==> config.mk <==
export PLATFORM = sky130hd
export DESIGN_NAME = drum_trigger_to_note_events_core_flat
export DESIGN_NICKNAME = d
export VERILOG_FILES = /design/src/hw/rtl/dtne_pkg.sv /design/src/hw/rtl/dtne_stream_if.sv /design/src/hw/rtl/dtne_ctrl.sv /design/src/hw/rtl/dtne_dpath.sv /design/src/hw/rtl/drum_trigger_to_note_events_core.sv /design/src/flat_wrapper.sv
export SDC_FILE = /design/constraint.sdc
export NUM_CORES = 1
export LEC_CHECK = 0
export ABC_AREA = 0
export BUFFER_PORTS_ARGS = -buffer_cell sky130_fd_sc_hd__buf_2
export CAP_MARGIN = 20
export CORE_MARGIN = 2
export CORE_UTILIZATION = 35
export CTS_CLUSTER_DIAMETER = 50
export DETAILED_ROUTE_END_ITERATION = 10
export HOLD_SLACK_MARGIN = 0.02
export SLEW_MARGIN = 25
export SYNTH_ARGS = -nofsm -noshare
export SYNTH_HDL_FRONTEND = slang
export SYNTH_HIERARCHICAL = 1
export SYNTH_SLANG_ARGS = --single-unit
==> constraint.sdc <==
create_clock -name clock -period 8.5 [get_ports clock]
set_clock_uncertainty 0.2 [all_clocks]
set_input_delay 1.275 -clock clock [delete_from_list [all_inputs] [get_ports clock]]
set_output_delay 1.275 -clock clock [all_outputs]
set_load 0.005 [all_outputs]
==> src/hw/rtl/dtne_pkg.sv <==
// Shared types, constants and register indexes for the drum trigger note event block.
package dtne_pkg;

   // Field widths of the item and result beats
   localparam int CHAN_W     = 3;
   localparam int SAMPLE_W   = 12;
   localparam int TIME_W     = 32;
   localparam int NOTE_W     = 7;
   localparam int VEL_W      = 7;

   // Register widths
   localparam int THRESH_W   = 20;
   localparam int GAIN_W     = 8;
   localparam int DIV_W      = 16;
   localparam int HOLD_W     = 16;
   localparam int TABLE_W    = 56;
   localparam int CSR_DATA_W = 56;
   localparam int CSR_IDX_W  = 3;

   // Channel state slots addressable by the channel field
   localparam int SLOTS      = 8;

   // Parameter defaults
   localparam int DEF_NUM_CHANNELS = 8;
   localparam int DEF_SAMPLE_BITS  = 12;

   // Register indexes
   localparam logic [CSR_IDX_W-1:0] REG_THRESHOLD  = 3'd0;
   localparam logic [CSR_IDX_W-1:0] REG_GAIN       = 3'd1;
   localparam logic [CSR_IDX_W-1:0] REG_VEL_ENABLE = 3'd2;
   localparam logic [CSR_IDX_W-1:0] REG_VEL_DIV    = 3'd3;
   localparam logic [CSR_IDX_W-1:0] REG_MAX_VEL    = 3'd4;
   localparam logic [CSR_IDX_W-1:0] REG_HOLD_MS    = 3'd5;
   localparam logic [CSR_IDX_W-1:0] REG_NOTE_TABLE = 3'd6;

   // Register reset values
   localparam logic [THRESH_W-1:0] THRESHOLD_RST = 20'd500;
   localparam logic [GAIN_W-1:0]   GAIN_RST      = 8'd1;
   localparam logic                VEL_EN_RST    = 1'b1;
   localparam logic [DIV_W-1:0]    VEL_DIV_RST   = 16'd32;
   localparam logic [VEL_W-1:0]    MAX_VEL_RST   = 7'd127;
   localparam logic [HOLD_W-1:0]   HOLD_MS_RST   = 16'd50;
   localparam logic [TABLE_W-1:0]  NOTE_TABLE_RST = {
      7'd55, 7'd36, 7'd52, 7'd40, 7'd69, 7'd67, 7'd60, 7'd50
   };

   typedef struct packed {
      logic [CHAN_W-1:0]   chan;
      logic [SAMPLE_W-1:0] sample;
      logic [TIME_W-1:0]   now_ms;
   } req_payload_type;

   typedef struct packed {
      logic                note_on;
      logic [CHAN_W-1:0]   out_chan;
      logic [NOTE_W-1:0]   note_number;
      logic [VEL_W-1:0]    note_velocity;
   } rsp_payload_type;

   // Controller to datapath
   typedef struct packed {
      logic capture;
      logic load;
      logic div_init;
      logic div_step;
      logic emit;
   } cmd_type;

   // Datapath to controller
   typedef struct packed {
      logic is_on;
      logic is_off;
      logic need_div;
      logic out_free;
   } status_type;

endpackage

==> src/hw/rtl/dtne_stream_if.sv <==
// Valid/ready stream interface carrying one payload beat.
interface dtne_stream_if #(
   parameter type payload_type = logic
) ();
   logic        valid;
   logic        ready;
   payload_type payload;

   modport source (output valid, output payload, input ready);
   modport sink   (input valid, input payload, output ready);
endinterface

==> src/hw/rtl/dtne_ctrl.sv <==
// Sequencing state machine: capture, scale, decide, divide, emit.
module dtne_ctrl #(
   parameter int SAMPLE_BITS = dtne_pkg::DEF_SAMPLE_BITS
) (
   input  logic                 clock,
   input  logic                 reset,
   input  logic                 req_valid,
   output logic                 req_ready,
   input  dtne_pkg::status_type sts,
   output dtne_pkg::cmd_type    cmd
);

   localparam int SampleW = (SAMPLE_BITS < dtne_pkg::SAMPLE_W) ? SAMPLE_BITS
                                                               : dtne_pkg::SAMPLE_W;
   localparam int ScaledW = SampleW + dtne_pkg::GAIN_W;
   localparam int CntW    = $clog2(ScaledW);

   localparam logic [2:0] ST_IDLE   = 3'd0;
   localparam logic [2:0] ST_LOAD   = 3'd1;
   localparam logic [2:0] ST_DECIDE = 3'd2;
   localparam logic [2:0] ST_DIV    = 3'd3;
   localparam logic [2:0] ST_EMIT   = 3'd4;

   logic [2:0]      state_ff, state_in;
   logic [CntW-1:0] cnt_ff, cnt_in;

   always_comb begin
      state_in  = state_ff;
      cnt_in    = cnt_ff;
      cmd       = '0;
      req_ready = (state_ff == ST_IDLE);
      unique case (state_ff)
         ST_IDLE: begin
            if (req_valid) begin
               cmd.capture = 1'b1;
               state_in    = ST_LOAD;
            end
         end
         ST_LOAD: begin
            cmd.load = 1'b1;
            state_in = ST_DECIDE;
         end
         ST_DECIDE: begin
            if (sts.is_on && sts.need_div) begin
               cmd.div_init = 1'b1;
               cnt_in       = CntW'(ScaledW - 1);
               state_in     = ST_DIV;
            end else if (sts.is_on || sts.is_off) begin
               state_in = ST_EMIT;
            end else begin
               state_in = ST_IDLE;
            end
         end
         ST_DIV: begin
            cmd.div_step = 1'b1;
            if (cnt_ff == '0) begin
               state_in = ST_EMIT;
            end else begin
               cnt_in = cnt_ff - 1'b1;
            end
         end
         ST_EMIT: begin
            if (sts.out_free) begin
               cmd.emit = 1'b1;
               state_in = ST_IDLE;
            end
         end
         default: begin
            state_in = ST_IDLE;
         end
      endcase
   end

   always_ff @(posedge clock) begin
      if (reset) begin
         state_ff <= ST_IDLE;
         cnt_ff   <= '0;
      end else begin
         state_ff <= state_in;
         cnt_ff   <= cnt_in;
      end
   end

endmodule

==> src/hw/rtl/dtne_dpath.sv <==
// Datapath: registers, scaling, channel state, restoring divider, result register.
module dtne_dpath #(
   parameter int NUM_CHANNELS = dtne_pkg::DEF_NUM_CHANNELS,
   parameter int SAMPLE_BITS  = dtne_pkg::DEF_SAMPLE_BITS
) (
   input  logic                                clock,
   input  logic                                reset,
   input  dtne_pkg::cmd_type                   cmd,
   output dtne_pkg::status_type                sts,
   input  dtne_pkg::req_payload_type           req_payload,
   input  logic                                csr_we,
   input  logic [dtne_pkg::CSR_IDX_W-1:0]      csr_index,
   input  logic [dtne_pkg::CSR_DATA_W-1:0]     csr_wdata,
   output logic                                rsp_valid,
   input  logic                                rsp_ready,
   output dtne_pkg::rsp_payload_type           rsp_payload
);

   localparam int SampleW = (SAMPLE_BITS < dtne_pkg::SAMPLE_W) ? SAMPLE_BITS
                                                               : dtne_pkg::SAMPLE_W;
   localparam int ScaledW = SampleW + dtne_pkg::GAIN_W;
   localparam int Depth   = (NUM_CHANNELS < dtne_pkg::SLOTS) ? NUM_CHANNELS
                                                             : dtne_pkg::SLOTS;
   localparam int IdxW    = (Depth > 1) ? $clog2(Depth) : 1;
   localparam int ChanCmpW = dtne_pkg::CHAN_W + 2;
   localparam int RemW    = dtne_pkg::DIV_W + 1;

   // Configuration registers
   logic [dtne_pkg::THRESH_W-1:0] thresh_ff;
   logic [dtne_pkg::GAIN_W-1:0]   gain_ff;
   logic                          vel_en_ff;
   logic [dtne_pkg::DIV_W-1:0]    vel_div_ff;
   logic [dtne_pkg::VEL_W-1:0]    max_vel_ff;
   logic [dtne_pkg::HOLD_W-1:0]   hold_ff;
   logic [dtne_pkg::TABLE_W-1:0]  table_ff;

   always_ff @(posedge clock) begin
      if (reset) begin
         thresh_ff  <= dtne_pkg::THRESHOLD_RST;
         gain_ff    <= dtne_pkg::GAIN_RST;
         vel_en_ff  <= dtne_pkg::VEL_EN_RST;
         vel_div_ff <= dtne_pkg::VEL_DIV_RST;
         max_vel_ff <= dtne_pkg::MAX_VEL_RST;
         hold_ff    <= dtne_pkg::HOLD_MS_RST;
         table_ff   <= dtne_pkg::NOTE_TABLE_RST;
      end else if (csr_we) begin
         unique case (csr_index)
            dtne_pkg::REG_THRESHOLD:  thresh_ff  <= csr_wdata[dtne_pkg::THRESH_W-1:0];
            dtne_pkg::REG_GAIN:       gain_ff    <= csr_wdata[dtne_pkg::GAIN_W-1:0];
            dtne_pkg::REG_VEL_ENABLE: vel_en_ff  <= csr_wdata[0];
            dtne_pkg::REG_VEL_DIV:    vel_div_ff <= csr_wdata[dtne_pkg::DIV_W-1:0];
            dtne_pkg::REG_MAX_VEL:    max_vel_ff <= csr_wdata[dtne_pkg::VEL_W-1:0];
            dtne_pkg::REG_HOLD_MS:    hold_ff    <= csr_wdata[dtne_pkg::HOLD_W-1:0];
            dtne_pkg::REG_NOTE_TABLE: table_ff   <= csr_wdata[dtne_pkg::TABLE_W-1:0];
            default: begin
            end
         endcase
      end
   end

   // Captured item
   logic [dtne_pkg::CHAN_W-1:0] chan_ff;
   logic                        chan_ok_ff;
   logic [SampleW-1:0]          sample_ff;
   logic [dtne_pkg::TIME_W-1:0] now_ff;
   logic [ScaledW-1:0]          scaled_ff;

   always_ff @(posedge clock) begin
      if (cmd.capture) begin
         chan_ff    <= req_payload.chan;
         chan_ok_ff <= ({2'b00, req_payload.chan} < ChanCmpW'(NUM_CHANNELS));
         sample_ff  <= req_payload.sample[SampleW-1:0];
         now_ff     <= req_payload.now_ms;
      end
      if (cmd.load) begin
         scaled_ff <= sample_ff * gain_ff;
      end
   end

   // Per-channel state
   logic [Depth-1:0]            active_ff;
   logic [dtne_pkg::TIME_W-1:0] start_ff [Depth];
   logic [IdxW-1:0]             idx;
   logic                        hit;
   logic [dtne_pkg::TIME_W-1:0] elapsed;
   logic                        is_on;
   logic                        is_off;
   logic                        need_div;

   assign idx      = chan_ff[IdxW-1:0];
   assign hit      = (dtne_pkg::THRESH_W'(scaled_ff) > thresh_ff);
   assign elapsed  = now_ff - start_ff[idx];
   assign is_on    = chan_ok_ff && hit && !active_ff[idx];
   assign is_off   = chan_ok_ff && !hit && active_ff[idx] &&
                     (elapsed > dtne_pkg::TIME_W'(hold_ff));
   assign need_div = vel_en_ff && (vel_div_ff != '0);

   always_ff @(posedge clock) begin
      if (reset) begin
         active_ff <= '0;
         for (int i = 0; i < Depth; i++) begin
            start_ff[i] <= '0;
         end
      end else if (cmd.emit) begin
         active_ff[idx] <= is_on;
         start_ff[idx]  <= now_ff;
      end
   end

   // Restoring divider, one quotient bit a cycle
   logic [RemW-1:0]    rem_ff;
   logic [ScaledW-1:0] quo_ff;
   logic [RemW-1:0]    rem_sh;
   logic [RemW-1:0]    rem_diff;
   logic               q_bit;

   assign rem_sh   = {rem_ff[RemW-2:0], quo_ff[ScaledW-1]};
   assign rem_diff = rem_sh - {1'b0, vel_div_ff};
   assign q_bit    = (rem_sh >= {1'b0, vel_div_ff});

   always_ff @(posedge clock) begin
      if (cmd.div_init) begin
         rem_ff <= '0;
         quo_ff <= scaled_ff;
      end else if (cmd.div_step) begin
         rem_ff <= q_bit ? rem_diff : rem_sh;
         quo_ff <= {quo_ff[ScaledW-2:0], q_bit};
      end
   end

   // Velocity selection
   logic [dtne_pkg::VEL_W-1:0] vel_div_clamped;
   logic [dtne_pkg::VEL_W-1:0] vel;
   logic [dtne_pkg::NOTE_W-1:0] note_num;

   assign vel_div_clamped = (quo_ff > ScaledW'(max_vel_ff)) ? max_vel_ff
                                                            : quo_ff[dtne_pkg::VEL_W-1:0];
   assign vel      = !is_on ? '0 : (need_div ? vel_div_clamped : max_vel_ff);
   assign note_num = table_ff[6'(chan_ff) * 6'd7 +: dtne_pkg::NOTE_W];

   // Result register
   logic                      rsp_valid_ff;
   dtne_pkg::rsp_payload_type rsp_ff;

   always_ff @(posedge clock) begin
      if (reset) begin
         rsp_valid_ff <= 1'b0;
      end else if (cmd.emit) begin
         rsp_valid_ff <= 1'b1;
      end else if (rsp_ready) begin
         rsp_valid_ff <= 1'b0;
      end
   end

   always_ff @(posedge clock) begin
      if (cmd.emit) begin
         rsp_ff.note_on       <= is_on;
         rsp_ff.out_chan      <= chan_ff;
         rsp_ff.note_number   <= note_num;
         rsp_ff.note_velocity <= vel;
      end
   end

   assign rsp_valid    = rsp_valid_ff;
   assign rsp_payload  = rsp_ff;

   assign sts.is_on    = is_on;
   assign sts.is_off   = is_off;
   assign sts.need_div = need_div;
   assign sts.out_free = !rsp_valid_ff || rsp_ready;

endmodule

==> src/hw/rtl/drum_trigger_to_note_events_core.sv <==
// Top level of the drum trigger to note event block.
// A scaled-velocity note-on is accepted, scaled, decided, divided into a SampleW+8 bit quotient
//   (20 bits at 12-bit samples) and emitted into the result register. One beat at a time: the
//   next beat is taken once the last is back in idle. Note-off and fixed-velocity note-on skip
//   the divider, no-event beats end after decide; a waiting event holds the block in emit.
// Synchronous reset clears all channels to idle, start times to zero, registers to defaults.
module drum_trigger_to_note_events_core #(
   parameter int NUM_CHANNELS = dtne_pkg::DEF_NUM_CHANNELS,
   parameter int SAMPLE_BITS  = dtne_pkg::DEF_SAMPLE_BITS
) (
   input  logic                            clock,
   input  logic                            reset,
   dtne_stream_if.sink                     req_chn,
   dtne_stream_if.source                   rsp_chn,
   input  logic                            csr_we,
   input  logic [dtne_pkg::CSR_IDX_W-1:0]  csr_index,
   input  logic [dtne_pkg::CSR_DATA_W-1:0] csr_wdata
);

   dtne_pkg::cmd_type         cmd;
   dtne_pkg::status_type      sts;
   dtne_pkg::req_payload_type req_payload;
   dtne_pkg::rsp_payload_type rsp_payload;
   logic                      req_ready;
   logic                      rsp_valid;

   assign req_payload     = req_chn.payload;
   assign req_chn.ready   = req_ready;
   assign rsp_chn.valid   = rsp_valid;
   assign rsp_chn.payload = rsp_payload;

   // Controller: sequences each beat and counts divider steps
   dtne_ctrl #(
      .SAMPLE_BITS (SAMPLE_BITS)
   ) u_ctrl (
      .clock     (clock),
      .reset     (reset),
      .req_valid (req_chn.valid),
      .req_ready (req_ready),
      .sts       (sts),
      .cmd       (cmd)
   );

   // Datapath: registers, channel state, divider and result register
   dtne_dpath #(
      .NUM_CHANNELS (NUM_CHANNELS),
      .SAMPLE_BITS  (SAMPLE_BITS)
   ) u_dpath (
      .clock       (clock),
      .reset       (reset),
      .cmd         (cmd),
      .sts         (sts),
      .req_payload (req_payload),
      .csr_we      (csr_we),
      .csr_index   (csr_index),
      .csr_wdata   (csr_wdata),
      .rsp_valid   (rsp_valid),
      .rsp_ready   (rsp_chn.ready),
      .rsp_payload (rsp_payload)
   );

   // An accepted beat keeps the block busy the following cycle
   a_busy_after_accept: assert property (@(posedge clock) disable iff (reset)
      req_chn.valid && req_ready |=> !req_ready)
      else $error("block ready right after accepting a beat");

   // Note-off events always carry zero velocity
   a_off_zero_vel: assert property (@(posedge clock) disable iff (reset)
      rsp_valid && !rsp_payload.note_on |-> rsp_payload.note_velocity == '0)
      else $error("note-off with non-zero velocity");

   // Events are only produced from the emit step, never while idle
   a_emit_not_idle: assert property (@(posedge clock) disable iff (reset)
      cmd.emit |-> !req_ready && (sts.is_on || sts.is_off))
      else $error("event emitted without a pending decision");

   // A fresh event only appears after the block was busy
   a_rise_when_busy: assert property (@(posedge clock) disable iff (reset)
      $rose(rsp_valid) |-> !$past(req_ready))
      else $error("event appeared without a busy cycle");

endmodule

==> src/flat_wrapper.sv <==
// flat-port wrapper written by rule: the top's interface ports become plain ports
module drum_trigger_to_note_events_core_flat import dtne_pkg::*;
#(
   parameter int NUM_CHANNELS = dtne_pkg::DEF_NUM_CHANNELS,
   parameter int SAMPLE_BITS  = dtne_pkg::DEF_SAMPLE_BITS
)
  (clock, reset, csr_we, csr_index, csr_wdata, req_chn_valid, req_chn_payload, req_chn_ready, rsp_chn_valid, rsp_chn_payload, rsp_chn_ready);
  dtne_stream_if #(.payload_type(req_payload_type)) req_chn_i ();
  dtne_stream_if #(.payload_type(rsp_payload_type)) rsp_chn_i ();
  input  logic clock;
  input  logic reset;
  input  logic csr_we;
  input  logic [dtne_pkg::CSR_IDX_W-1:0] csr_index;
  input  logic [dtne_pkg::CSR_DATA_W-1:0] csr_wdata;
  input wire logic [$bits(req_chn_i.valid)-1:0] req_chn_valid;
  input wire logic [$bits(req_chn_i.payload)-1:0] req_chn_payload;
  output wire logic [$bits(req_chn_i.ready)-1:0] req_chn_ready;
  output wire logic [$bits(rsp_chn_i.valid)-1:0] rsp_chn_valid;
  output wire logic [$bits(rsp_chn_i.payload)-1:0] rsp_chn_payload;
  input wire logic [$bits(rsp_chn_i.ready)-1:0] rsp_chn_ready;
  assign req_chn_i.valid = req_chn_valid;
  assign req_chn_i.payload = req_chn_payload;
  assign req_chn_ready = req_chn_i.ready;
  assign rsp_chn_valid = rsp_chn_i.valid;
  assign rsp_chn_payload = rsp_chn_i.payload;
  assign rsp_chn_i.ready = rsp_chn_ready;
  drum_trigger_to_note_events_core #(.NUM_CHANNELS(NUM_CHANNELS), .SAMPLE_BITS(SAMPLE_BITS)) u_core (.clock(clock), .reset(reset), .req_chn(req_chn_i), .rsp_chn(rsp_chn_i), .csr_we(csr_we), .csr_index(csr_index), .csr_wdata(csr_wdata));
endmodule
# After elaboration in Yosys (flattened, before gate mapping)
# Memory sizes are Yosys's and may differ from the RTL's. A register that Yosys moved wholly into a read port is not among the register bits.
# Index checks and enable logic that the tools add are counted.
totals:
  out_inout_bits: 20
  mem_bits_rw: 256
  mem_count: 1
  inputBits: 111
  word_cells: 115
  ff_bits: 262
op_classes:
  mul: 2
  n_reduce_logical: 28
  order_cmp: 6
  muxes: 38
  shifts: 1
  addsub: 3
  eq_ne: 15
mem_list:
  columns: ["name", "words", "word_bits", "rd", "rd_clocked_by_memory_dff", "wr", "line", "rtl"]
  rows:
  - ["u_core.u_dpath.start_ff", 8, 32, 1, 1, 8, "dtne_dpath.sv:82", "logic [dtne_pkg::TIME_W-1:0] start_ff [Depth];"]
ops:
  columns: ["cell", "count"]
  rows:
  - ["56-bit by 7-bit indexed part select with 7-bit output", 1]
  - ["20-bit 2-to-1 mux", 2]
  - ["32-bit by 16-bit greater-than comparator with 1-bit output", 1]
  - ["32-bit 2-to-1 mux", 1]
  - ["32-bit OR reduction", 1]
  - ["32-bit subtractor", 1]
  - ["3-bit 2-to-1 mux", 7]
  - ["20-bit greater-than comparator", 1]
  - ["20-bit by 7-bit greater-than comparator with 1-bit output", 1]
  - ["12-bit by 8-bit multiplier with 20-bit output", 1]
  - ["1-bit 2-to-1 mux", 18]
  - ["17-bit by 16-bit >= comparator with 1-bit output", 1]
  - ["16-bit 2-to-1 mux", 1]
  - ["16-bit nonzero test", 1]
  - ["16-bit subtractor", 1]
  - ["3-bit case mux with 5 select lines", 1]
  - ["7-bit 2-to-1 mux", 2]
  - ["2-bit AND reduction", 7]
  - ["3-bit by 2-bit equality test with 1-bit output (second input constant)", 4]
  - ["3-bit equality test (second input constant)", 4]
  - ["5-bit 2-to-1 mux", 2]
  - ["5-bit case mux with 2 select lines", 1]
  - ["8-bit bitwise mux", 1]
  - ["2-bit inequality test (second input constant)", 4]
  - ["other kinds (15)", 28]

# Longest topological paths before layout
# Gate-level depths: netlist of run 1.
depth:
  depth_word: 9
  mapped_depth: 30
  mapped_depth_nobuf: 27

# Modules after synthesis
# Netlist of run 1, hierarchy kept.
by_module_without_submodules:
  columns: ["mod", "cells_each", "seq_area_each_um2", "n_inst", "area_per_inst_um2"]
  rows:
  - ["dtne_dpath", 2490, 13883.3, 1, 27777.9]
  - ["dtne_ctrl", 53, 160.2, 1, 449.2]

# Worst setup path after synthesis of run 1
# OpenSTA, ideal clock, no wires.
synth_path:
  path_kind: "reg2reg"
  from: "register (tool-made name)"
  to: "register u_core.u_ctrl.state_ff[2]"
  slack_ps: 2267
  path_buffers: 3
  setup_time_ps: 122
  t_required_ps: 8178
  arrival_time_ps: 5911
  synth_period_minus_slack_ps: 6233
  stages_incl_launch_ff: 30
  path_cell_list: "dfxtp_1 buf_2 buf_1 mux4_2 mux2_2 ha_1 fa_1 nand2b_1 a21oi_2 o21a_1 o21ai_0 a21oi_1 o21ai_0 nand2b_1 a41oi_1 xnor2_1 ha_1 nand4_1 or4_1 nor2_1 o2111ai_1 a2111oi_4 o2111ai_1 nor4_1 a21oi_1 buf_4 nand2b_1 a21oi_1 a21oi_1 o31ai_1"
synth_rtl:
  columns: ["element", "line", "rtl"]
  rows:
  - ["end signal, assigned", "dtne_ctrl.sv:79", "state_ff <= state_in;"]
  - ["end, declared", "dtne_ctrl.sv:24", "logic [2:0] state_ff, state_in;"]

==> results of run 1 <==
cells by family (layout without fill, tap and decap cells):
group,count (synthesis),in the layout
adders and majority gates,195,195
and+or+nand+nor,932,932
AOI/OAI and AO/OA,404,404
muxes,132,132
other,0,2
DFF,521,521
buffers and inverters,320,480
xor gates and xnor gates,39,39
registers in the layout, summed over array words and instances, names as in the netlist, 18 cells and up, named ones only:
signal and count:
u_core/u_dpath/now_ff 32, u_core/u_dpath/quo_ff 20, u_core/u_dpath/rsp_payload 18, u_core/u_dpath/scaled_ff 20
u_core/u_dpath/start_ff 256, u_core/u_dpath/table_ff 56, u_core/u_dpath/thresh_ff 20
final cells by class:
class	instances	area [µm²]
diodes	2	5.00
clock buffers	87	1960
clock inverters	43	517
fillers	7758	47700
inverters	190	713
multi-input cells	1702	13000
flip-flops and latches	521	14000
well taps	1060	1330
repair buffers	160	878
cell usage in the layout (no fill, tap or decap), types with 13 or more instances in the layout:
cell	netlist	layout
buf_4	5	31
inv_1	188	188
nand3b_1	34	34
a21oi_1	151	151
mux2_2	23	23
nand2_1	309	309
nand2b_1	20	20
fa_1	62	62
a22oi_1	23	23
a21o_1	39	39
mux2i_1	45	45
nand4_1	24	24
nor3_1	47	46
clkbuf_16	0	75
nor2_1	79	70
o21ai_0	39	39
o21a_1	13	13
dfxtp_1	160	157
and2_1	305	304
nand3_1	40	40
ha_1	133	133
a211o_1	18	18
a211oi_1	26	26
xor2_1	14	14
buf_2	6	129
xnor2_1	25	25
edfxtp_1	361	361
mux4_2	64	64
how the worst max path moves through the flow:
| stage | endpoint | slack, ns | depth (start not counted) |
|---|---|---|---|
| after CTS | u_core/u_ctrl/state_ff[2] | 1.60 | 26 |
| after floorplan | u_core/u_ctrl/state_ff[2] | 2.27 | 29 |
| after global placement | u_core/u_ctrl/state_ff[2] | 1.77 | 26 |
| after global routing | u_core/u_ctrl/state_ff[2] | 0.98 | 26 |
| after detailed placement | u_core/u_ctrl/state_ff[2] | 1.65 | 26 |
| final | u_core/u_ctrl/state_ff[2] | 1.52 | 26 |
Yosys cell counts, types with 8 or more instances:
master	number	area, µm²
mux4_2	64	1440
nor3_1	47	235
nand2_1	309	1160
nor2b_1	12	75.1
o211ai_1	11	82.6
and2_1	305	1910
o32ai_1	8	70.1
dfxtp_1	160	3200
ha_1	133	1660
a211oi_1	26	195
clkbuf_1	105	394
nor4_1	9	56.3
o21ai_0	39	195
nor2_1	79	297
mux2_2	23	259
a22oi_1	23	173
a211o_1	18	158
inv_1	188	706
nand3b_1	34	255
nand4_1	24	150
xor2_1	14	123
mux2i_1	45	450
o21a_1	13	97.6
or3_1	12	75.1
nor3b_1	13	97.6
xnor2_1	25	219
a21o_1	39	293
nand3_1	40	200
a221oi_1	8	70.1
buf_1	10	37.5
nand2b_1	20	125
edfxtp_1	361	10800
fa_1	62	1240
o21bai_1	10	75.1
a21oi_1	151	756
metal layers:
layer / global-route usage [%] / vias up / share of wire (%)
li1: - / 9232 / -
met1: 23.7 / 9692 / 43
met2: 31.0 / 491 / 48
met3: 2.94 / 149 / 4.8
met4: 6.49 / 0 / 3.3
met5: 0 / - / 0
per-stage QoR:
| stage | setup WS [ns] | hold slack, ns |
|---|---|---|
| after global routing | 0.978 | 0.273 |
| after global placement | 1.77 | 0.243 |
| final | 1.52 | 0.255 |
| after floorplan | 2.27 | 0.224 |
| after detailed placement | 1.65 | 0.248 |
| after CTS | 1.60 | 0.256 |
where the power goes:
group / switching (mW) / internal (mW)
Combinational: 1.04 / 0.750
Sequential: 0.136 / 2.87
Clock: 1.17 / 1.93
worst max-delay path, cell delays in order (launching register included):
cell	delay, ns
dfxtp_4	0.58
buf_4	0.50
mux4_2	0.56
mux2i_1	0.31
ha_1	0.35
nand2b_1	0.13
a21oi_2	0.10
o21a_1	0.20
o21ai_0	0.22
a21oi_1	0.12
o21ai_0	0.16
nand2b_1	0.12
a41oi_1	0.26
xnor2_1	0.10
ha_1	0.34
nand4_1	0.13
or4_1	0.44
nor2_1	0.15
o2111ai_1	0.19
a2111oi_4	0.31
o2111ai_1	0.17
nor4_1	0.57
a21oi_1	0.18
nand2b_1	0.11
a21oi_1	0.07
a21oi_1	0.15
o31ai_1	0.08
==> results.yml, run 1 <==
final_layout:
  fin_util_pct: 40.5
  layout.nets: 2952
  drive_gt1_share_pct: 14.8
  syn_to_final_growth_pct: 15.1
  design_area_mm2: 0.0325
  fin_cells: 3765
clock_tree:
  cts_tree: "done"
  cts_setup_buffers: 0
  clockBufferDepth: 3
  cts-resized-gates: 0
  cts.reportedPaths.clkPinSlew_ns: 0.06
  cts_hold_buf: 0
  clk_latency_ns: 0.62
  cts_num_sinks: 521
  cts_buffers: 71
  cts.root.buffer_cell: "clkbuf_16"
  htreeDepth: 3
logic_synthesis:
  synthFlopType: "edfxtp_1"
  synthMuxAreaShare_pct: 7.62
  avgSynthCellArea_um2: 11.1
  ys_seq_area_share_pct: 49.8
  synth_compound_area_share_pct: 9.44
  synth_edf_count: 361
  syn_area_mm2: 0.0282
  synth_fa_ha_area_share_pct: 10.3
  synth_cell_types: 77
  syn_nets: 2849
  postSynthCellCount: 2543
  yosysWarnings: 6
  ys_async_sr_fraction_pct: 0
  post_synth_xor_area_fraction_pct: 1.21
  synth_top_family_by_area: "simple AND/OR/NAND/NOR gates"
  synth-simple-area-share_pct: 17.3
  synth-seq-cells: 521
place:
  placed_area_mm2: 0.0300
  dp_cells: 3633
  gp_congestion: 0.886
  io_buffers: 130
  hpwl_um: 48700
route:
  wire_per_inst_um: 20.0
  drt_iter0_markers: 1605
  wl_um: 75200
  dr.pass1.iters: 5
  antenna_left: 0
  vias: 19564
  drc_errors: 0
  drt-vias-per-instance: 5.20
power_and_ir_drop:
  report.power.total_mw: 7.91
  p_per_area_mw_per_mm2: 243
  p_leak_nw: 12.8
  peakVddDrop_mv: 0.159
critical_path:
  worstSetupEndpointType: "register"
  r2r_slack_ns: 1.52
  required_ns: 8.74
  critPathLaunchType: "register"
  rr_endpoint: "u_core/u_ctrl/state_ff[2]"
  cp_max_fo: 24
  reg2reg_depth: 26
  criticalPathCategory: "register to register"
  cp.arrival_ns: 7.22
die:
  std_cell_rows: 104
  die_y_um: 288
  die_width_um: 288
  dieArea_mm2: 0.0829
  ios: 131
  initial_utilization_pct: 35.2
  core_mm2: 0.0802
worst_hold_path:
  min_from: "u_core/u_dpath/table_ff[7]"
  whs_path_depth: 2
  hold_class: "register to register"
  holdPathEnd: "u_core/u_dpath/table_ff[7]"
global_route:
  antenna_found_initial: 2
  grt_use_total_pct: 18.3
  grt_max_degree: 89
  grt_pass1_vias: 20229
  grt_pass1_wl_um: 116000
  grt_overflow_total: 0
sta:
  min_period_over_period_pct: 82.1
  fmax_mhz: 143
  setup_violations: 0
  rsz0062_at_grt: "false"
  finalMaxSlewViolations: 0
  period_minus_slack_ns: 6.98
  relSlewSlack_pct: 31.7
  tightest_slew_ns: 1.02
  hold_viol: 0
  finalSetupTns_ns: 0
outcome:
  status: "completed"
job:
  cap_violations: 0
Power figures use the tool's default switching activity.
==> run 2: changes to the inputs <==
Settings changed: ABC_AREA 0 to 1.
Clock period 8.5 ns to 6.08 ns, I/O delays scaled along.
==> run 2 against run 1 <==
Flip-flop and latch count unchanged. Power increased by 88%. Worst setup slack lost 0.52 ns. Via count increased by 16%. Cell count rose by 20%. Routed wire length grew 7.5%. Fmax grew 37%. Register-to-register slack got worse by 0.52 ns. Sequential power rose by 51%.
==> results.yml, run 2 <==
outcome:
  status: "completed"
sta:
  finalSetupTns_ns: 0
  relSlewSlack_pct: 31.2
  finalMaxSlewViolations: 0
  min_period_over_period_pct: 83.6
  setup_slack_ns: 0.998
  fmax_mhz: 197
  hold_viol: 0
  setup_violations: 0
  period_minus_slack_ns: 5.08
  rsz0062_at_grt: "false"
  tightest_slew_ns: 1.03
clock_tree:
  cts-resized-gates: 0
  clk_latency_ns: 0.63
  cts_buffers: 73
  htreeDepth: 3
  cts.root.buffer_cell: "clkbuf_16"
  clockBufferDepth: 3
  cts_tree: "done"
  cts_setup_buffers: 0
  cts.reportedPaths.clkPinSlew_ns: 0.06
  cts_num_sinks: 521
  cts_hold_buf: 0
logic_synthesis:
  synth_common_cells: "658 x nand2_1, 563 x nor2_1, 441 x inv_1, 361 x edfxtp_1, 272 x o21ai_0"
  ys_seq_area_share_pct: 49.6
  synth.most_common_cell: "nand2_1"
  syn_nets: 3598
  synth-simple-area-share_pct: 20.2
  synth_area_leaders: "edfxtp_1 38%, dfxtp_1 11%, nand2_1 8.7%"
  post_synth_xor_area_fraction_pct: 1.33
  yosysWarnings: 6
  synth_top_family_by_area: "simple AND/OR/NAND/NOR gates"
  postSynthCellCount: 3292
  synthMuxAreaShare_pct: 0
  ys_async_sr_fraction_pct: 0
  synthFlopType: "edfxtp_1"
  netlist.area_leader.share_pct: 38.3
  syn_area_mm2: 0.0283
  synth-seq-cells: 521
  synth_top_area_cell: "edfxtp_1"
  synth_fa_ha_area_share_pct: 10.3
  avgSynthCellArea_um2: 8.60
  synth_cell_types: 55
  synth_edf_count: 361
  synth_compound_area_share_pct: 10.5
critical_path:
  crit_buf_inv: 2
  rr_endpoint: "u_core/u_ctrl/state_ff[2]"
  cp_max_fo: 95
  required_ns: 6.38
  critPathLaunchType: "register"
  reg2reg_depth: 31
  crit_path_max_incr_delay_ns: 0.76
  worstSetupEndpointType: "register"
  slowest_stage: "buf_4"
  crit_top_cell: "nand2_1"
  criticalPathCategory: "register to register"
  r2r_slack_ns: 1.0
  cp_num_cells: 31
  crit_family: "simple AND/OR/NAND/NOR gates"
  cp.arrival_ns: 5.38
power_and_ir_drop:
  p_seq_share_pct: 30.5
  power_frac_comb_pct: 40.8
  p_switching_mw: 6.02
  internal_power_mw: 8.87
  peakVddDrop_mv: 0.249
  p_per_area_mw_per_mm2: 458
  p_leak_nw: 14.8
  p_clk_share_pct: 28.7
  swShare_pct: 40.4
final_layout:
  final_common_cell: "nand2_1"
  largest_reg_flops: 256
  final_cell_mix: "650 x nand2_1, 561 x nor2_1, 438 x inv_1, 361 x edfxtp_1, 272 x o21ai_0"
  fillers: 7936
  largest-register: "u_core/u_dpath/start_ff"
  drive_gt1_share_pct: 9.55
  reg.largest.list: "u_core/u_dpath/start_ff: 256 flops, u_core/u_dpath/table_ff: 56 flops, u_core/u_dpath/now_ff: 32 flops"
  antenna_cells: 0
  layout.nets: 3690
  syn_to_final_growth_pct: 14.8
die:
  initial_utilization_pct: 35.3
  std_cell_rows: 104
  dieArea_mm2: 0.0832
  core_mm2: 0.0803
  ios: 131
  die_width_um: 288
  die_y_um: 288
worst_hold_path:
  whs_path_depth: 2
  min_from: "u_core/u_dpath/table_ff[45]"
  holdPathEnd: "u_core/u_dpath/table_ff[45]"
  hold_class: "register to register"
global_route:
  grt_pass1_vias: 21751
  grt_pass1_wl_um: 124000
  antenna_found_initial: 3
  grt_use_total_pct: 19.3
  grt_max_degree: 96
  grt_overflow_total: 0
route:
  drt-vias-per-instance: 5.04
  drt_iter0_markers: 2142
  dr.pass1.iters: 6
  drc_errors: 0
  wire_per_inst_um: 18.0
  vias: 22688
  antenna_left: 0
  wl_um: 80900
place:
  io_buffers: 130
  gp_congestion: 0.933
  hpwl_um: 53200
  pre_cts_slack_ns: 1.04
job:
  cap_violations: 0
run 2: cell types whose count changed after synthesis, moves of 25 or more:
| cell | change |
|---|---|
| nor2_1 | +484 |
| nand2_1 | +349 |
| and2_1 | -301 |
| inv_1 | +253 |
| o21ai_0 | +233 |
| nand3_1 | +68 |
| mux4_2 | -64 |
| mux2i_1 | -45 |
| a21oi_1 | -36 |
| a21o_1 | -33 |
| o22ai_1 | +33 |
| nor3_1 | -32 |
| o221ai_1 | +27 |
| a211oi_1 | -25 |
run 2: through the flow:
stage,cell area (µm²),power (mW),std cells,utilization (%),hold slack (ns)
final,32500,14.9,4504,40.5,0.249
after global routing,32500,16.0,4504,40.5,0.237
after CTS,32500,14.9,4504,40.5,0.229
after detailed placement,30000,10.6,4369,37.4,0.245
after global placement,30000,10.6,4369,37.4,0.237
after floorplan,28300,8.93,3292,-,0.221
run 2: tightest hold or removal path: cells and delay by family, from the launching register on:
family,cells,cell delay [ns]
buffers and inverters,1,0.06
flip-flops,1,0.30
AO/OA/AOI/OAI,1,0.05
run 2: power groups by stage:
stage                     clock, mW  sequential (mW)  combinational (mW)
after CTS                      4.35             4.53                6.06
after global routing           4.51             4.56                6.89
after floorplan                   0             4.42                4.51
after global placement            0             4.60                5.97
final                          4.28             4.54                6.07
after detailed placement          0             4.59                6.04
run 2: worst max-delay path by stage:
| stage | from | to | slack [ns] |
|---|---|---|---|
| CTS | register | u_core/u_ctrl/state_ff[2] | 1.02 |
| floorplan | rsp_chn_ready | u_core/u_dpath/start_ff[2][0] | 0.91 |
| detailed placement | register | u_core/u_ctrl/state_ff[2] | 1.04 |
| finish | register | u_core/u_ctrl/state_ff[2] | 1.0 |
| global placement | register | u_core/u_ctrl/state_ff[2] | 1.17 |
| global route | register | u_core/u_ctrl/state_ff[2] | 0.51 |
run 2: kinds of logic after synthesis:
kind of cell	Yosys count
and+or+nand+nor	1409
adders and majority gates	195
xor gates and xnor gates	43
DFF	521
AOI/OAI and AO/OA	526
buffers and inverters	598
run 2: area by class of cell:
| class | instances | area [µm²] | area share [%] |
|---|---|---|---|
| Inverter | 453 | 1700 | 5.24 |
| Sequential cell | 521 | 14000 | 43.2 |
| Tap cell | 1060 | 1330 | 4.08 |
| Timing Repair Buffer | 162 | 903 | 2.78 |
| Clock inverter | 45 | 450 | 1.39 |
| Multi-Input combinational cell | 2173 | 12100 | 37.1 |
| Clock buffer | 90 | 2020 | 6.20 |
run 2: metal layers:
layer	GRT usage (%)	vias up	wire [µm]
li1	-	10964	-
met1	27.4	10782	37100
met2	30.0	801	35900
met3	2.80	137	5490
met4	6.75	4	2410
met5	0	-	26
